--- config.mk ---
export PLATFORM = sky130hd
export DESIGN_NAME = window_hit_test_cursor_engine
export DESIGN_NICKNAME = d
export VERILOG_FILES = /design/src/rtl/core/wht_pkg.sv /design/src/rtl/core/wht_ram.sv /design/src/rtl/core/wht_ctrl.sv /design/src/rtl/core/wht_dp.sv /design/src/rtl/core/window_hit_test_cursor_engine.sv
export SDC_FILE = /design/constraint.sdc
export NUM_CORES = 2
export LEC_CHECK = 0
export ABC_AREA = 0
export BUFFER_PORTS_ARGS = -buffer_cell sky130_fd_sc_hd__buf_2
export CAP_MARGIN = 10
export CORE_MARGIN = 4
export CORE_UTILIZATION = 25
export CTS_CLUSTER_DIAMETER = 40
export CTS_CLUSTER_SIZE = 40
export DETAILED_ROUTE_END_ITERATION = 10
export GPL_TIMING_DRIVEN = 0
export PLACE_DENSITY = 0.36
export SKIP_LAST_GASP = 1
export SLEW_MARGIN = 20
export SYNTH_ARGS = -nofsm -noshare
export SYNTH_HDL_FRONTEND = slang
export SYNTH_HIERARCHICAL = 1
export SYNTH_SLANG_ARGS = --single-unit
--- constraint.sdc ---
create_clock -name clock -period 31.9 [get_ports clock]
set_input_delay 6.38 -clock clock [delete_from_list [all_inputs] [get_ports clock]]
set_output_delay 6.38 -clock clock [all_outputs]
set_load 0.02 [all_outputs]
--- src/rtl/core/wht_pkg.sv ---
// Shared types and constants of the window hit test and cursor engine.
`default_nettype none

package wht_pkg;

   localparam int CLOSE_BOX    = 10;
   localparam int CLOSE_MARGIN = 4;

   localparam logic [14:0] RESET_SCREEN_WIDTH  = 15'd640;
   localparam logic [14:0] RESET_SCREEN_HEIGHT = 15'd480;
   localparam logic [7:0]  RESET_BORDER_WIDTH  = 8'd1;
   localparam logic [7:0]  RESET_TITLE_HEIGHT  = 8'd20;

   typedef enum logic [2:0] {
      CSR_SCREEN_WIDTH    = 3'd0,
      CSR_SCREEN_HEIGHT   = 3'd1,
      CSR_BORDER_WIDTH    = 3'd2,
      CSR_TITLE_HEIGHT    = 3'd3,
      CSR_MANAGER_PRESENT = 3'd4
   } csr_index_type;

   typedef enum logic [2:0] {
      EV_NONE       = 3'd0,
      EV_CLOSE      = 3'd1,
      EV_DRAG_START = 3'd2,
      EV_CLICK      = 3'd3,
      EV_MOVED      = 3'd4,
      EV_FORWARD    = 3'd5,
      EV_WRITE_ACK  = 3'd6
   } event_type;

   typedef enum logic [1:0] {
      PATH_NONE  = 2'd0,
      PATH_PRESS = 2'd1,
      PATH_DRAG  = 2'd2,
      PATH_FWD   = 2'd3
   } path_type;

   typedef enum logic [1:0] {
      RD_SCAN  = 2'd0,
      RD_DRAG  = 2'd1,
      RD_FOCUS = 2'd2
   } rd_sel_type;

   typedef struct packed {
      logic               func;
      logic [3:0]         slot;
      logic signed [15:0] win_x;
      logic signed [15:0] win_y;
      logic [14:0]        win_width;
      logic [14:0]        win_height;
      logic [15:0]        win_ident;
      logic               live;
      logic               close_box;
      logic signed [15:0] move_dx;
      logic signed [15:0] move_dy;
      logic [2:0]         buttons;
   } req_type;

   typedef struct packed {
      logic [2:0]         event_res;
      logic [15:0]        target_ident;
      logic signed [15:0] local_x;
      logic signed [15:0] local_y;
      logic [14:0]        cursor_x;
      logic [14:0]        cursor_y;
      logic               cursor_moved;
      logic signed [15:0] new_x;
      logic signed [15:0] new_y;
      logic [2:0]         buttons_out;
   } rsp_type;

   typedef struct packed {
      logic [15:0]        ident;
      logic               live;
      logic               close_box;
      logic signed [15:0] x;
      logic signed [15:0] y;
      logic [14:0]        w;
      logic [14:0]        h;
   } entry_type;

   typedef struct packed {
      logic       capture;
      logic       table_write;
      logic       cursor_step;
      logic       rd_en;
      rd_sel_type rd_sel;
      logic       hit_eval;
      logic       drag_eval;
      logic       fwd_eval;
      logic       out_load;
   } cmd_type;

   typedef struct packed {
      path_type path;
      logic     hit;
      logic     scan_last;
   } status_type;

endpackage

`default_nettype wire

--- src/rtl/core/wht_ram.sv ---
// Generic single write port, single read port RAM with registered read data.
`default_nettype none

module wht_ram #(
   parameter int WIDTH = 8,
   parameter int DEPTH = 16,
   localparam int ADDR_W = (DEPTH > 1) ? $clog2(DEPTH) : 1
) (
   input  wire logic              clock,
   input  wire logic              wr_en,
   input  wire logic [ADDR_W-1:0] wr_addr,
   input  wire logic [WIDTH-1:0]  wr_data,
   input  wire logic              rd_en,
   input  wire logic [ADDR_W-1:0] rd_addr,
   output logic      [WIDTH-1:0]  rd_data
);

   logic [WIDTH-1:0] mem [DEPTH];

   always_ff @(posedge clock) begin
      if (wr_en) begin
         mem[wr_addr] <= wr_data;
      end
      if (rd_en) begin
         rd_data <= mem[rd_addr];
      end
   end

endmodule

`default_nettype wire

--- src/rtl/core/wht_ctrl.sv ---
// Sequencer of the window hit test engine: walks each request through its steps.
`default_nettype none

module wht_ctrl (
   input  wire logic                clock,
   input  wire logic                reset,
   input  wire logic                req_valid,
   input  wire logic                req_func,
   input  wire logic                rsp_stall,
   input  wht_pkg::status_type      status,
   output wht_pkg::cmd_type         cmd,
   output logic                     req_stall,
   output logic                     rsp_valid
);

   typedef enum logic [3:0] {
      ST_IDLE, ST_WRITE, ST_CURSOR, ST_PATH, ST_SCAN_RD, ST_SCAN_CHK,
      ST_DRAG_RD, ST_DRAG_CHK, ST_FWD_RD, ST_FWD_CHK, ST_FIN
   } state_type;

   state_type state_ff, state_in;
   logic      rsp_valid_ff, rsp_valid_in;

   assign req_stall = (state_ff != ST_IDLE);
   assign rsp_valid = rsp_valid_ff;

   always_comb begin
      cmd = '0;
      state_in = state_ff;
      unique case (state_ff)
         ST_IDLE: begin
            if (req_valid) begin
               cmd.capture = 1'b1;
               state_in = req_func ? ST_WRITE : ST_CURSOR;
            end
         end
         ST_WRITE: begin
            cmd.table_write = 1'b1;
            state_in = ST_FIN;
         end
         ST_CURSOR: begin
            cmd.cursor_step = 1'b1;
            state_in = ST_PATH;
         end
         ST_PATH: begin
            unique case (status.path)
               wht_pkg::PATH_PRESS: state_in = ST_SCAN_RD;
               wht_pkg::PATH_DRAG:  state_in = ST_DRAG_RD;
               wht_pkg::PATH_FWD:   state_in = ST_FWD_RD;
               default:             state_in = ST_FIN;
            endcase
         end
         ST_SCAN_RD: begin
            cmd.rd_en = 1'b1;
            cmd.rd_sel = wht_pkg::RD_SCAN;
            state_in = ST_SCAN_CHK;
         end
         ST_SCAN_CHK: begin
            cmd.hit_eval = 1'b1;
            state_in = (status.hit || status.scan_last) ? ST_FIN : ST_SCAN_RD;
         end
         ST_DRAG_RD: begin
            cmd.rd_en = 1'b1;
            cmd.rd_sel = wht_pkg::RD_DRAG;
            state_in = ST_DRAG_CHK;
         end
         ST_DRAG_CHK: begin
            cmd.drag_eval = 1'b1;
            state_in = ST_FIN;
         end
         ST_FWD_RD: begin
            cmd.rd_en = 1'b1;
            cmd.rd_sel = wht_pkg::RD_FOCUS;
            state_in = ST_FWD_CHK;
         end
         ST_FWD_CHK: begin
            cmd.fwd_eval = 1'b1;
            state_in = ST_FIN;
         end
         ST_FIN: begin
            if (!rsp_valid_ff || !rsp_stall) begin
               cmd.out_load = 1'b1;
               state_in = ST_IDLE;
            end
         end
         default: state_in = ST_IDLE;
      endcase
   end

   always_comb begin
      if (cmd.out_load) begin
         rsp_valid_in = 1'b1;
      end else if (!rsp_stall) begin
         rsp_valid_in = 1'b0;
      end else begin
         rsp_valid_in = rsp_valid_ff;
      end
   end

   always_ff @(posedge clock) begin
      if (reset) begin
         state_ff <= ST_IDLE;
         rsp_valid_ff <= 1'b0;
      end else begin
         state_ff <= state_in;
         rsp_valid_ff <= rsp_valid_in;
      end
   end

`ifndef NO_ASSERTIONS
   a_no_overwrite: assert property (@(posedge clock) disable iff (reset)
      cmd.out_load |-> (!rsp_valid_ff || !rsp_stall))
      else $error("result register overwritten while a result waits");
   a_eval_after_read: assert property (@(posedge clock) disable iff (reset)
      (cmd.hit_eval || cmd.drag_eval || cmd.fwd_eval) |-> $past(cmd.rd_en))
      else $error("table entry evaluated without a preceding read");
   a_one_step: assert property (@(posedge clock) disable iff (reset)
      $onehot0({cmd.table_write, cmd.cursor_step, cmd.hit_eval, cmd.drag_eval,
                cmd.fwd_eval}))
      else $error("more than one datapath step commanded");
`endif

endmodule

`default_nettype wire

--- src/rtl/core/wht_dp.sv ---
// Datapath: registers, window table, cursor arithmetic, hit test and result.
`default_nettype none

module wht_dp #(
   parameter int WINDOW_SLOTS = 16
) (
   input  wire logic                clock,
   input  wire logic                reset,
   input  wht_pkg::req_type         req_data,
   input  wht_pkg::cmd_type         cmd,
   input  wire logic                csr_write,
   input  wire logic [2:0]          csr_index,
   input  wire logic [14:0]         csr_wdata,
   output wht_pkg::status_type      status,
   output wht_pkg::rsp_type         rsp_data
);

   localparam int IDX_W = (WINDOW_SLOTS > 1) ? $clog2(WINDOW_SLOTS) : 1;
   localparam int ENT_W = $bits(wht_pkg::entry_type);
   localparam logic [IDX_W-1:0] TOP_SLOT = IDX_W'(WINDOW_SLOTS - 1);

   logic [14:0] scr_w_ff, scr_h_ff;
   logic [7:0]  bw_ff, th_ff;
   logic        mgr_ff;

   wht_pkg::req_type  req_ff;
   wht_pkg::rsp_type  res_ff, res_in, out_ff;
   wht_pkg::path_type path_ff;

   logic [14:0]      cur_x_ff, cur_y_ff;
   logic [2:0]       prev_btn_ff;
   logic             drag_act_ff;
   logic [IDX_W-1:0] drag_slot_ff, focus_slot_ff, scan_ff;
   logic [31:0]      drag_off_ff;
   logic             focus_v_ff;
   logic [WINDOW_SLOTS-1:0] valid_ff;
   logic             rd_valid_ff;

   // Table port.
   logic             wr_en, slot_ok, move_wr;
   logic [IDX_W-1:0] wr_addr, rd_addr;
   wht_pkg::entry_type wr_ent, ent, moved_ent;
   logic [ENT_W-1:0] ram_q;

   function automatic logic [14:0] clamp_axis(input logic signed [17:0] v,
                                              input logic [14:0] size);
      logic [14:0] r;
      if (v < 0 || size == '0) begin
         r = '0;
      end else if (v >= $signed({3'b000, size})) begin
         r = size - 15'd1;
      end else begin
         r = v[14:0];
      end
      return r;
   endfunction

   // Cursor update.
   logic signed [17:0] sum_x, sum_y;
   logic [14:0] new_cx, new_cy;
   logic        left, was_left;

   assign sum_x = $signed({3'b000, cur_x_ff})
                + $signed({{2{req_ff.move_dx[15]}}, req_ff.move_dx});
   assign sum_y = $signed({3'b000, cur_y_ff})
                + $signed({{2{req_ff.move_dy[15]}}, req_ff.move_dy});
   assign new_cx = clamp_axis(sum_x, scr_w_ff);
   assign new_cy = clamp_axis(sum_y, scr_h_ff);
   assign left = req_ff.buttons[0];
   assign was_left = prev_btn_ff[0];

   // Entry read back from the table; never-written slots read as empty.
   assign ent = rd_valid_ff ? wht_pkg::entry_type'(ram_q) : '0;

   // Hit test of the entry against the cursor.
   logic signed [18:0] mx, my, ex, ey, ew, eh, bw19, th19;
   logic signed [18:0] r_left, r_top, r_right, r_bottom, tdiff, half, bx, by;
   logic in_rect, in_close, in_title;
   logic signed [15:0] loc_x, loc_y;

   assign mx = $signed({4'b0000, cur_x_ff});
   assign my = $signed({4'b0000, cur_y_ff});
   assign ex = $signed({{3{ent.x[15]}}, ent.x});
   assign ey = $signed({{3{ent.y[15]}}, ent.y});
   assign ew = $signed({4'b0000, ent.w});
   assign eh = $signed({4'b0000, ent.h});
   assign bw19 = $signed({11'b0, bw_ff});
   assign th19 = $signed({11'b0, th_ff});
   assign r_left = ex - bw19;
   assign r_top = ey - th19 - bw19;
   assign r_right = ex + ew + bw19;
   assign r_bottom = ey + eh;
   // Title minus box height, halved with truncation toward zero.
   assign tdiff = th19 - $signed(19'(wht_pkg::CLOSE_BOX));
   assign half = (tdiff + $signed({18'b0, tdiff[18]})) >>> 1;
   assign bx = ex + ew - $signed(19'(wht_pkg::CLOSE_BOX + wht_pkg::CLOSE_MARGIN));
   assign by = r_top + half;
   assign in_rect = ent.live && (mx >= r_left) && (my >= r_top)
                 && (mx < r_right) && (my < r_bottom);
   assign in_close = ent.close_box && (mx >= bx) && (my >= by)
                  && (mx < bx + $signed(19'(wht_pkg::CLOSE_BOX)))
                  && (my < by + $signed(19'(wht_pkg::CLOSE_BOX)));
   assign in_title = (my < ey);
   assign loc_x = $signed({1'b0, cur_x_ff} - ent.x);
   assign loc_y = $signed({1'b0, cur_y_ff} - ent.y);

   // Drag arithmetic.
   logic signed [15:0] nx, ny_raw, ny, miny, mloc_x, mloc_y;
   logic               moved;

   assign nx = $signed({1'b0, cur_x_ff} - drag_off_ff[15:0]);
   assign ny_raw = $signed({1'b0, cur_y_ff} - drag_off_ff[31:16]);
   assign miny = $signed(16'({8'b0, th_ff} + {8'b0, bw_ff}));
   assign ny = (ny_raw < miny) ? miny : ny_raw;
   assign moved = ent.live && ((ent.x != nx) || (ent.y != ny));
   assign mloc_x = $signed({1'b0, cur_x_ff} - nx);
   assign mloc_y = $signed({1'b0, cur_y_ff} - ny);

   always_comb begin
      moved_ent = ent;
      moved_ent.x = nx;
      moved_ent.y = ny;
   end

   assign slot_ok = ({3'b000, req_ff.slot} < 7'(WINDOW_SLOTS));
   assign move_wr = cmd.drag_eval && moved;

   always_comb begin
      wr_ent.ident = req_ff.win_ident;
      wr_ent.live = req_ff.live;
      wr_ent.close_box = req_ff.close_box;
      wr_ent.x = req_ff.win_x;
      wr_ent.y = req_ff.win_y;
      wr_ent.w = req_ff.win_width;
      wr_ent.h = req_ff.win_height;
      if (move_wr) begin
         wr_ent = moved_ent;
      end
   end

   assign wr_en = (cmd.table_write && slot_ok) || move_wr;
   assign wr_addr = move_wr ? drag_slot_ff : IDX_W'(req_ff.slot);

   always_comb begin
      case (cmd.rd_sel)
         wht_pkg::RD_DRAG:  rd_addr = drag_slot_ff;
         wht_pkg::RD_FOCUS: rd_addr = focus_slot_ff;
         default:           rd_addr = scan_ff;
      endcase
   end

   wht_ram #(
      .WIDTH(ENT_W),
      .DEPTH(WINDOW_SLOTS)
   ) u_table (
      .clock   (clock),
      .wr_en   (wr_en),
      .wr_addr (wr_addr),
      .wr_data (ENT_W'(wr_ent)),
      .rd_en   (cmd.rd_en),
      .rd_addr (rd_addr),
      .rd_data (ram_q)
   );

   assign status.path = path_ff;
   assign status.hit = in_rect;
   assign status.scan_last = (scan_ff == '0);
   assign rsp_data = out_ff;

   // Configuration registers.
   always_ff @(posedge clock) begin
      if (reset) begin
         scr_w_ff <= wht_pkg::RESET_SCREEN_WIDTH;
         scr_h_ff <= wht_pkg::RESET_SCREEN_HEIGHT;
         bw_ff <= wht_pkg::RESET_BORDER_WIDTH;
         th_ff <= wht_pkg::RESET_TITLE_HEIGHT;
         mgr_ff <= 1'b0;
      end else if (csr_write) begin
         unique case (csr_index)
            wht_pkg::CSR_SCREEN_WIDTH:    scr_w_ff <= csr_wdata;
            wht_pkg::CSR_SCREEN_HEIGHT:   scr_h_ff <= csr_wdata;
            wht_pkg::CSR_BORDER_WIDTH:    bw_ff <= csr_wdata[7:0];
            wht_pkg::CSR_TITLE_HEIGHT:    th_ff <= csr_wdata[7:0];
            wht_pkg::CSR_MANAGER_PRESENT: mgr_ff <= csr_wdata[0];
            default: ;
         endcase
      end
   end

   // Next value of the result being built for the current request.
   always_comb begin
      res_in = res_ff;
      if (cmd.table_write) begin
         res_in = '0;
         res_in.cursor_x = cur_x_ff;
         res_in.cursor_y = cur_y_ff;
         if (slot_ok) begin
            res_in.event_res = wht_pkg::EV_WRITE_ACK;
            res_in.target_ident = req_ff.win_ident;
         end
      end
      if (cmd.cursor_step) begin
         res_in = '0;
         res_in.cursor_x = new_cx;
         res_in.cursor_y = new_cy;
         res_in.cursor_moved = (new_cx != cur_x_ff) || (new_cy != cur_y_ff);
      end
      if (cmd.hit_eval && in_rect) begin
         if (in_close) begin
            if (mgr_ff) begin
               res_in.event_res = wht_pkg::EV_CLOSE;
               res_in.target_ident = ent.ident;
               res_in.local_x = loc_x;
               res_in.local_y = loc_y;
            end
         end else begin
            res_in.target_ident = ent.ident;
            res_in.local_x = loc_x;
            res_in.local_y = loc_y;
            if (in_title) begin
               res_in.event_res = wht_pkg::EV_DRAG_START;
            end else begin
               res_in.event_res = wht_pkg::EV_CLICK;
               res_in.buttons_out = req_ff.buttons;
            end
         end
      end
      if (move_wr) begin
         res_in.event_res = wht_pkg::EV_MOVED;
         res_in.target_ident = ent.ident;
         res_in.local_x = mloc_x;
         res_in.local_y = mloc_y;
         res_in.new_x = nx;
         res_in.new_y = ny;
      end
      if (cmd.fwd_eval && ent.live) begin
         res_in.event_res = wht_pkg::EV_FORWARD;
         res_in.target_ident = ent.ident;
         res_in.local_x = loc_x;
         res_in.local_y = loc_y;
         res_in.buttons_out = req_ff.buttons;
      end
   end

   // Payload registers.
   always_ff @(posedge clock) begin
      if (cmd.capture) begin
         req_ff <= req_data;
      end
      if (cmd.out_load) begin
         out_ff <= res_ff;
      end
      res_ff <= res_in;
      if (cmd.cursor_step) begin
         scan_ff <= TOP_SLOT;
      end
      if (cmd.hit_eval && !in_rect) begin
         scan_ff <= scan_ff - 1'b1;
      end
   end

   // Engine state with defined reset values.
   always_ff @(posedge clock) begin
      if (reset) begin
         cur_x_ff <= '0;
         cur_y_ff <= '0;
         prev_btn_ff <= '0;
         drag_act_ff <= 1'b0;
         drag_slot_ff <= '0;
         drag_off_ff <= '0;
         focus_v_ff <= 1'b0;
         focus_slot_ff <= '0;
         valid_ff <= '0;
         rd_valid_ff <= 1'b0;
         path_ff <= wht_pkg::PATH_NONE;
      end else begin
         if (cmd.rd_en) begin
            rd_valid_ff <= valid_ff[rd_addr];
         end
         if (wr_en) begin
            valid_ff[wr_addr] <= 1'b1;
         end
         if (cmd.cursor_step) begin
            cur_x_ff <= new_cx;
            cur_y_ff <= new_cy;
            prev_btn_ff <= req_ff.buttons;
            if (!left) begin
               drag_act_ff <= 1'b0;
            end
            if (left && !was_left) begin
               path_ff <= wht_pkg::PATH_PRESS;
            end else if (left && drag_act_ff) begin
               path_ff <= wht_pkg::PATH_DRAG;
            end else if (left && focus_v_ff) begin
               path_ff <= wht_pkg::PATH_FWD;
            end else begin
               path_ff <= wht_pkg::PATH_NONE;
            end
         end
         if (cmd.hit_eval && in_rect && !in_close) begin
            focus_v_ff <= 1'b1;
            focus_slot_ff <= scan_ff;
            if (in_title) begin
               drag_act_ff <= 1'b1;
               drag_slot_ff <= scan_ff;
               drag_off_ff <= {loc_y, loc_x};
            end
         end
      end
   end

`ifndef NO_ASSERTIONS
   a_drag_slot_valid: assert property (@(posedge clock) disable iff (reset)
      drag_act_ff |-> valid_ff[drag_slot_ff])
      else $error("drag refers to a slot never written");
   a_focus_slot_valid: assert property (@(posedge clock) disable iff (reset)
      focus_v_ff |-> valid_ff[focus_slot_ff])
      else $error("focus refers to a slot never written");
   a_cursor_moved: assert property (@(posedge clock) disable iff (reset)
      cmd.cursor_step |=> (res_ff.cursor_moved ==
                           (cur_x_ff != $past(cur_x_ff) || cur_y_ff != $past(cur_y_ff))))
      else $error("cursor moved flag disagrees with cursor registers");
`endif

endmodule

`default_nettype wire

--- src/rtl/core/window_hit_test_cursor_engine.sv ---
// Top level of the window hit test and cursor engine.
//
// Requests arrive on the req_ channel (valid and stall); one result per request
// leaves on the rsp_ channel. A request with func set loads one slot of the
// window table; otherwise it is a mouse packet that moves the clamped cursor
// and may hit-test, drag or forward to the focused window.
// A table write passes through its write step to the result stage. A mouse packet
// steps the cursor, picks a path, and then goes straight on when nothing is tested,
// reads and checks one table entry for a drag or forward, or for a new left press
// scans the slots top to bottom until a hit or the last slot, each slot being one
// table read followed by one compare step.
// The next request is accepted once the current one has reached the result
// register, even while that result is still stalled by the receiver; the
// engine then waits with its next result until the register is free.
// The csr_ port writes the configuration registers and is always ready; the user
// makes writes only while the engine is idle, which the block does not enforce.
// Synchronous reset restores the register defaults, empties the window table,
// homes the cursor at the origin and drops drag and focus.
`default_nettype none

module window_hit_test_cursor_engine #(
   parameter int WINDOW_SLOTS = 16
) (
   input  wire logic              clock,
   input  wire logic              reset,
   input  wire logic              req_valid,
   output logic                   req_stall,
   input  wht_pkg::req_type       req_data,
   output logic                   rsp_valid,
   input  wire logic              rsp_stall,
   output wht_pkg::rsp_type       rsp_data,
   input  wire logic              csr_valid,
   output logic                   csr_ready,
   input  wire logic [2:0]        csr_index,
   input  wire logic [14:0]       csr_wdata
);

   wht_pkg::cmd_type    cmd;
   wht_pkg::status_type status;

   // Registers accept a write in any cycle.
   assign csr_ready = 1'b1;

   wht_ctrl u_ctrl (
      .clock     (clock),
      .reset     (reset),
      .req_valid (req_valid),
      .req_func  (req_data.func),
      .rsp_stall (rsp_stall),
      .status    (status),
      .cmd       (cmd),
      .req_stall (req_stall),
      .rsp_valid (rsp_valid)
   );

   wht_dp #(
      .WINDOW_SLOTS(WINDOW_SLOTS)
   ) u_dp (
      .clock     (clock),
      .reset     (reset),
      .req_data  (req_data),
      .cmd       (cmd),
      .csr_write (csr_valid && csr_ready),
      .csr_index (csr_index),
      .csr_wdata (csr_wdata),
      .status    (status),
      .rsp_data  (rsp_data)
   );

endmodule

`default_nettype wire
; ---- Word-level counts from Yosys, hierarchy flattened
; Memory sizes are Yosys's and may differ from the RTL's. A register that Yosys moved wholly into a read port is not among the register bits.
; Cells that the tools add are included.
[totals]
ff_bits = 501
ram_bits = 1280
output_inout_bits = 120
elab_cells = 223
memories = 1
[op_classes]
add_sub_neg = 24
order_cmp = 17
n_eq_ne = 26
mux = 55
bitwise = 1
n_reduce_logical = 48
[memory_table]
columns = name, depth, word_bits, rd, rd_ports_with_merged_regs, write_ports, line
row1 = u_dp.u_table.mem, 16, 80, 1, 1, 1, wht_ram.sv:18  ; logic [WIDTH-1:0] mem [DEPTH];
[op_table]
columns = operator, count
row1 = 117-bit two-way mux, 2
row2 = 80-bit two-way mux, 2
row3 = 51-bit two-way mux, 3
row4 = 15-bit by 16-bit subtractor with 16-bit output, 6
row5 = 16-bit by 19-bit >= comparator with 1-bit output, 4
row6 = 16-bit by 19-bit < comparator with 1-bit output, 4
row7 = 16-bit by 16-bit adder with 17-bit output, 4
row8 = 15-bit two-way mux, 4
row9 = 49-bit two-way mux, 1
row10 = 48-bit two-way mux, 1
row11 = 19-bit by 5-bit adder with 19-bit output (second input constant), 2
row12 = 4-bit one-hot mux with 9 select lines, 1
row13 = 17-bit by 16-bit >= comparator with 1-bit output, 2
row14 = 17-bit by 1-bit < comparator with 1-bit output (second input constant), 2
row15 = 16-bit by 9-bit subtractor with 17-bit output, 2
row16 = 16-bit < comparator, 2
row17 = 32-bit two-way mux, 1
row18 = 16-bit inequality test, 2
row19 = 15-bit zero test, 2
row20 = 15-bit inequality test, 2
row21 = 15-bit by 1-bit subtractor with 15-bit output (second input constant), 2
row22 = 4-bit two-way mux, 6
row23 = 1-bit two-way mux, 20
row24 = 19-bit by 18-bit adder with 19-bit output, 1
row25 = other kinds (40), 93

; ---- Depth between registers and ports, before layout
[logic_depth]
word_depth = 13
ltp_mapped = 40

; ---- By module
; The synthesis kept the hierarchy.
[by_module_without_submodules]
columns = module, n_inst, cells_each, area_per_inst_um2, seq_area_each_um2
row1 = wht_ram, 1, 2054, 50223.2, 40839.2
row2 = wht_dp, 1, 3941, 35940.7, 12962.4
row3 = wht_ctrl, 1, 62, 471.7, 100.1
row4 = window_hit_test_cursor_engine, 1, 2, 11.3, 0.0

; ---- Worst setup path after synthesis
; No wires, ideal clock.
[synth_timing]
kind = reg2reg
startpoint = register u_dp.cur_y_ff[0]
endpoint = memory u_dp/u_table/mem[4][0] in the netlist's numbering (enable)
setup_ns = 0.616
arrival_time_ns = 11.814
required_time_ns = 31.284
setup_slack_ns = 19.470
path_stages_with_launch = 33
period_less_slack_ns = 12.430
path_cell_list = dfxtp_1 -> inv_1 -> ha_1 -> inv_1 -> fa_1 -> a21o_1 -> a21oi_1 -> o21a_1 -> nor3_1 -> or2_2 -> ha_1 -> a21oi_1 -> nor2b_1 -> o21ai_0 -> and3_1 -> ha_1 -> clkbuf_1 -> mux2i_1 -> xnor2_1 -> a2111oi_0 -> o311a_1 -> o2111ai_1 -> a2111oi_0 -> and4_1 -> nand4_1 -> o21ai_0 -> clkbuf_1 -> clkbuf_1 -> clkbuf_1 -> nand2_1 -> nand2_1 -> nand3b_1 -> nor3_1
[synth_via]
elab_cells_between_ends = 11
classes_between = add/sub: 1 / order compare: 1 / eq/ne: 1 / mux: 4 / reduce/logical: 4
[synth_lines]
columns = item, line
row1 = from (decl), wht_dp.sv:30  ; logic [14:0] cur_x_ff, cur_y_ff;
row2 = from (signal assigned), wht_dp.sv:285  ; cur_y_ff <= new_cy;
row3 = 15-bit by 16-bit subtractor with 16-bit output *, wht_dp.sv:112  ; assign ny_raw = $signed({1'b0, cur_y_ff} - drag_off_ff[31:16]);
row4 = 16-bit < comparator, wht_dp.sv:114  ; assign ny = (ny_raw < miny) ? miny : ny_raw;
row5 = 16-bit two-way mux *, wht_dp.sv:114
row6 = 16-bit inequality test *, wht_dp.sv:115  ; assign moved = ent.live && ((ent.x != nx) || (ent.y != ny));
row7 = 1-bit logical OR *, wht_dp.sv:115
row8 = 1-bit logical AND *, wht_dp.sv:115
row9 = 1-bit logical AND *, wht_dp.sv:126  ; assign move_wr = cmd.drag_eval && moved;
row10 = 4-bit two-way mux *, wht_dp.sv:142  ; assign wr_addr = move_wr ? drag_slot_ff : IDX_W'(req_ff.slot);
row11 = named net u_dp.wr_addr[2], wht_dp.sv:41  ; logic [IDX_W-1:0] wr_addr, rd_addr;
row12 = to (decl), wht_ram.sv:18
; The timed path passes the listed nets; every way through them passes the cells marked *.

; ---- Worst setup path in the final report
[layout_timing]
startpoint = register u_dp.rd_valid_ff
endpoint = register u_dp.focus_v_ff
[layout_via]
elab_chain_len = 10
elab_cells_between_ends = 30
classes_between = add/sub: 10 / order compare: 8 / mux: 1 / reduce/logical: 11
[layout_rtl]
columns = item, line
row1 = from (decl), wht_dp.sv:37  ; logic rd_valid_ff;
row2 = from (signal assigned), wht_dp.sv:278  ; rd_valid_ff <= valid_ff[rd_addr];
row3 = 80-bit two-way mux *, wht_dp.sv:73  ; assign ent = rd_valid_ff ? wht_pkg::entry_type'(ram_q) : '0;
row4 = "parallel branches: the longest is 8 deep, another holds 19-bit by 9-bit subtractor with 19-bit output", -
row5 = 1-bit logical AND *, wht_dp.sv:300  ; if (cmd.hit_eval && in_rect && !in_close) begin
row6 = to (signal assigned), wht_dp.sv:271  ; focus_v_ff <= 1'b0;
row7 = to (signal assigned), wht_dp.sv:301  ; focus_v_ff <= 1'b1;
row8 = to (decl), wht_dp.sv:35  ; logic focus_v_ff;
; Every way passes the cells marked *.
; A chain may end at the register's enable or synchronous reset.

==> results.toml <==
[status]
outcome = "completed"

[finish]
drive_gt1_frac = 0.214
final_nets = 7354
area_growth_pct = 25.1
final_util = 0.315
nFillCells = 33900

[cts]
cts_tree = "done"
cts_hold_buf = 0
cts.repair.resized = 0
h-tree-depth = 5
clkSlewWorstSetupHoldPaths_ns = 0.05
clock_latency_ns = 0.94
root_buffer = "clkbuf_16"
cts_buffer_depth = 4
post-cts-setup-buffers = 0
numCtsBuffers = 337
cts.sinks = 1861

[min_path]
min_path_cells = 0
hp-class = "register to register"

[critical_path]
cp_slowest_stage_delay_ns = 0.94
r2r_cells = 38
critPathCaptureType = "register"
critical_path.top_delay_family = "buffers and inverters"
cp-start-kind = "register"
crit_top_cell = "clkbuf_1"
required_ns = 32.70
cp.arrival_ns = 14.92
cp_slowest_cell = "a211oi_1"
crit_type = "register to register"
cp.depth = 38
path_max_fanout = 10
worstPathBufferInverterCount = 11

[grt]
antenna_found_initial = 28
gr-usage-all-layers = 0.180
grt_pass1_vias = 57000
grt_first_pass_wirelength_um = 454000
grt_max_degree = 70
overflow = 0

[timing]
finalCriticalPeriod_ns = 14.12
fin_crit_sh = 0.443
fmax_mhz = 70.8
finalClockSkew_ns = 0.0875
fin_tns_setup_ns = 0
worst-slew-pin-transition_ns = 1.21
relSlewSlack = 0.193
setup_violations = 0
drv_slew = 0
rsz0062_at_grt = "no"
hold_violations = 0
holdWs_ns = 0.408

[route]
drt_iter0_markers = 4801
ant_nets = 0
vias = 56600
wl_per_cell_um = 28.3
firstDrtPassIters = 6
drc = 0
vias_per_cell = 4.85
wirelength_um = 330000

[placement]
port_buffers = 260
place_hpwl_um = 243000
gp_congestion = 0.887

[synthesis]
synth_top_area_frac = 0.576
seq_area_frac_synth = 0.622
synthTopCellsByCount = "1663 x edfxtp_1, 525 x nand2_1, 369 x ha_1"
synthTopCellsByArea = "edfxtp_1 58%, mux4_2 8.4%, ha_1 5.3%"
synth_cells = 6059
avgSynthCellArea_um2 = 14.3
synth_edf_count = 1663
ys_warn_count = 6
synth_flop_cell = "edfxtp_1"
ys_ff_latch = 1861
synth_nets = 6593
yosysMostFrequentCell = "edfxtp_1"
synth_top_area_cell = "edfxtp_1"
async_flop_share = 0
yosysUniqueCellTypes = 105
syn-cell-area_um2 = 86600

[power_and_ir_drop]
p_leak_uw = 0.0391
peakVddDrop_v = 0.0000434
power-per-cell-area_nw_per_um2 = 79.3

[die]
pin_count = 263
rows = 215
core_area_um2 = 344000
die_h_um = 597
initial_core_util = 0.252
dieArea_um2 = 356000
die_x_um = 597

[flow_run]
drv_cap = 0
==> metrics by stage <==
| step | power (uW) | instances | worst slack (ns) | cell area, um2 |
|---|---|---|---|---|
| after detailed placement | 4930 | 11000 | 17.76 | 96500 |
| after floorplan | 4160 | 6059 | 19.47 | 86600 |
| after global placement | 4910 | 10900 | 4.13 | 93600 |
| after global routing | 8960 | 11700 | 17.02 | 108000 |
| after CTS | 8700 | 11700 | 17.69 | 108000 |
| final | 8600 | 11700 | 17.78 | 108000 |
==> final cells by class <==
class	instances	area, um2	share of cell area
antenna	14	35.0	0.000323
buffer	243	1150	0.0106
clock buffer	387	8820	0.0814
clock inverter	228	3000	0.0277
inverter	270	1020	0.00937
multi-input combinational	3685	30800	0.284
sequential	1861	53900	0.497
tap	4557	5700	0.0526
timing repair buffer	422	3990	0.0368
==> cells in the final DEF (no fill, tap or decap), drive strengths merged, types with 52 or more instances in the layout <==
cell and count:
xor2 70, xnor2 189, and2 56, clkinv 118, nor2 269, nand2b 58
a21o 124, a21oi 321, edfxtp 1663, inv 289, clkbuf 549, mux4 324
o21ai 217, mux2i 52, ha 369, nand3 127, a22oi 173, dfxtp 198
nor3 76, mux2 54, buf 503, nand2 526, bufinv 54
==> where the power goes <==
group          internal [uW]  switching [uW]  total (uW)
logic                    673            1240        1910
registers               2870            93.1        2970
clock network           2430            1290        3720
total                   5980            2620        8600
==> worst reg2reg max path: cells and delay by family, from the launching register on <==
family	cells	cell delay, ns
AO/OA/AOI/OAI	14	3.60
adder cells (fa/ha/maj)	4	1.42
AND/OR/NAND/NOR	8	2.10
XOR/XNOR	1	0.15
buffers and inverters	11	6.35
flip-flops	1	0.45
==> cell families after synthesis <==
logic type,share of synthesized area
other cells,0.0000433
mux,0.0972
xor+xnor,0.0274
buf+inv,0.0246
flops,0.622
compound gates,0.0964
fa+ha+maj,0.0585
simple gates,0.0738
==> per-layer routing <==
| layer | vias up | routed length [um] | GRT usage |
|---|---|---|---|
| li1 | 25200 | - | - |
| met1 | 29200 | 147000 | 0.245 |
| met2 | 1733 | 156000 | 0.295 |
| met3 | 433 | 18200 | 0.0288 |
| met4 | 4 | 9860 | 0.0546 |
| met5 | - | 53 | 0.000811 |
==> final timing paths <==
check	start	slack (ns)	end
max	u_dp/rd_valid_ff	17.78	u_dp/focus_v_ff
min	u_dp/res_ff[17]	0.41	u_dp/rsp_data[17]
max reg2reg	u_dp/rd_valid_ff	17.78	u_dp/focus_v_ff
min reg2reg	u_dp/res_ff[17]	0.41	u_dp/rsp_data[17]
==> state kept, by name (all words and copies together), names as in the netlist, 2 cells and up <==
register	flops
u_dp/u_table/rd_data	80
u_dp/drag_slot_ff	4
u_dp/cur_x_ff	15
u_dp/req_ff	118
u_dp/scr_h_ff	15
u_dp/scan_ff	4
u_dp/res_ff	117
u_dp/u_table/mem	1280
u_dp/rsp_data	117
u_dp/drag_off_ff	32
u_dp/bw_ff	8
u_dp/cur_y_ff	15
u_ctrl/state_ff	4
u_dp/focus_slot_ff	4
u_dp/valid_ff	16
u_dp/path_ff	2
u_dp/th_ff	8
u_dp/scr_w_ff	15
Power figures use the tool's default switching activity.
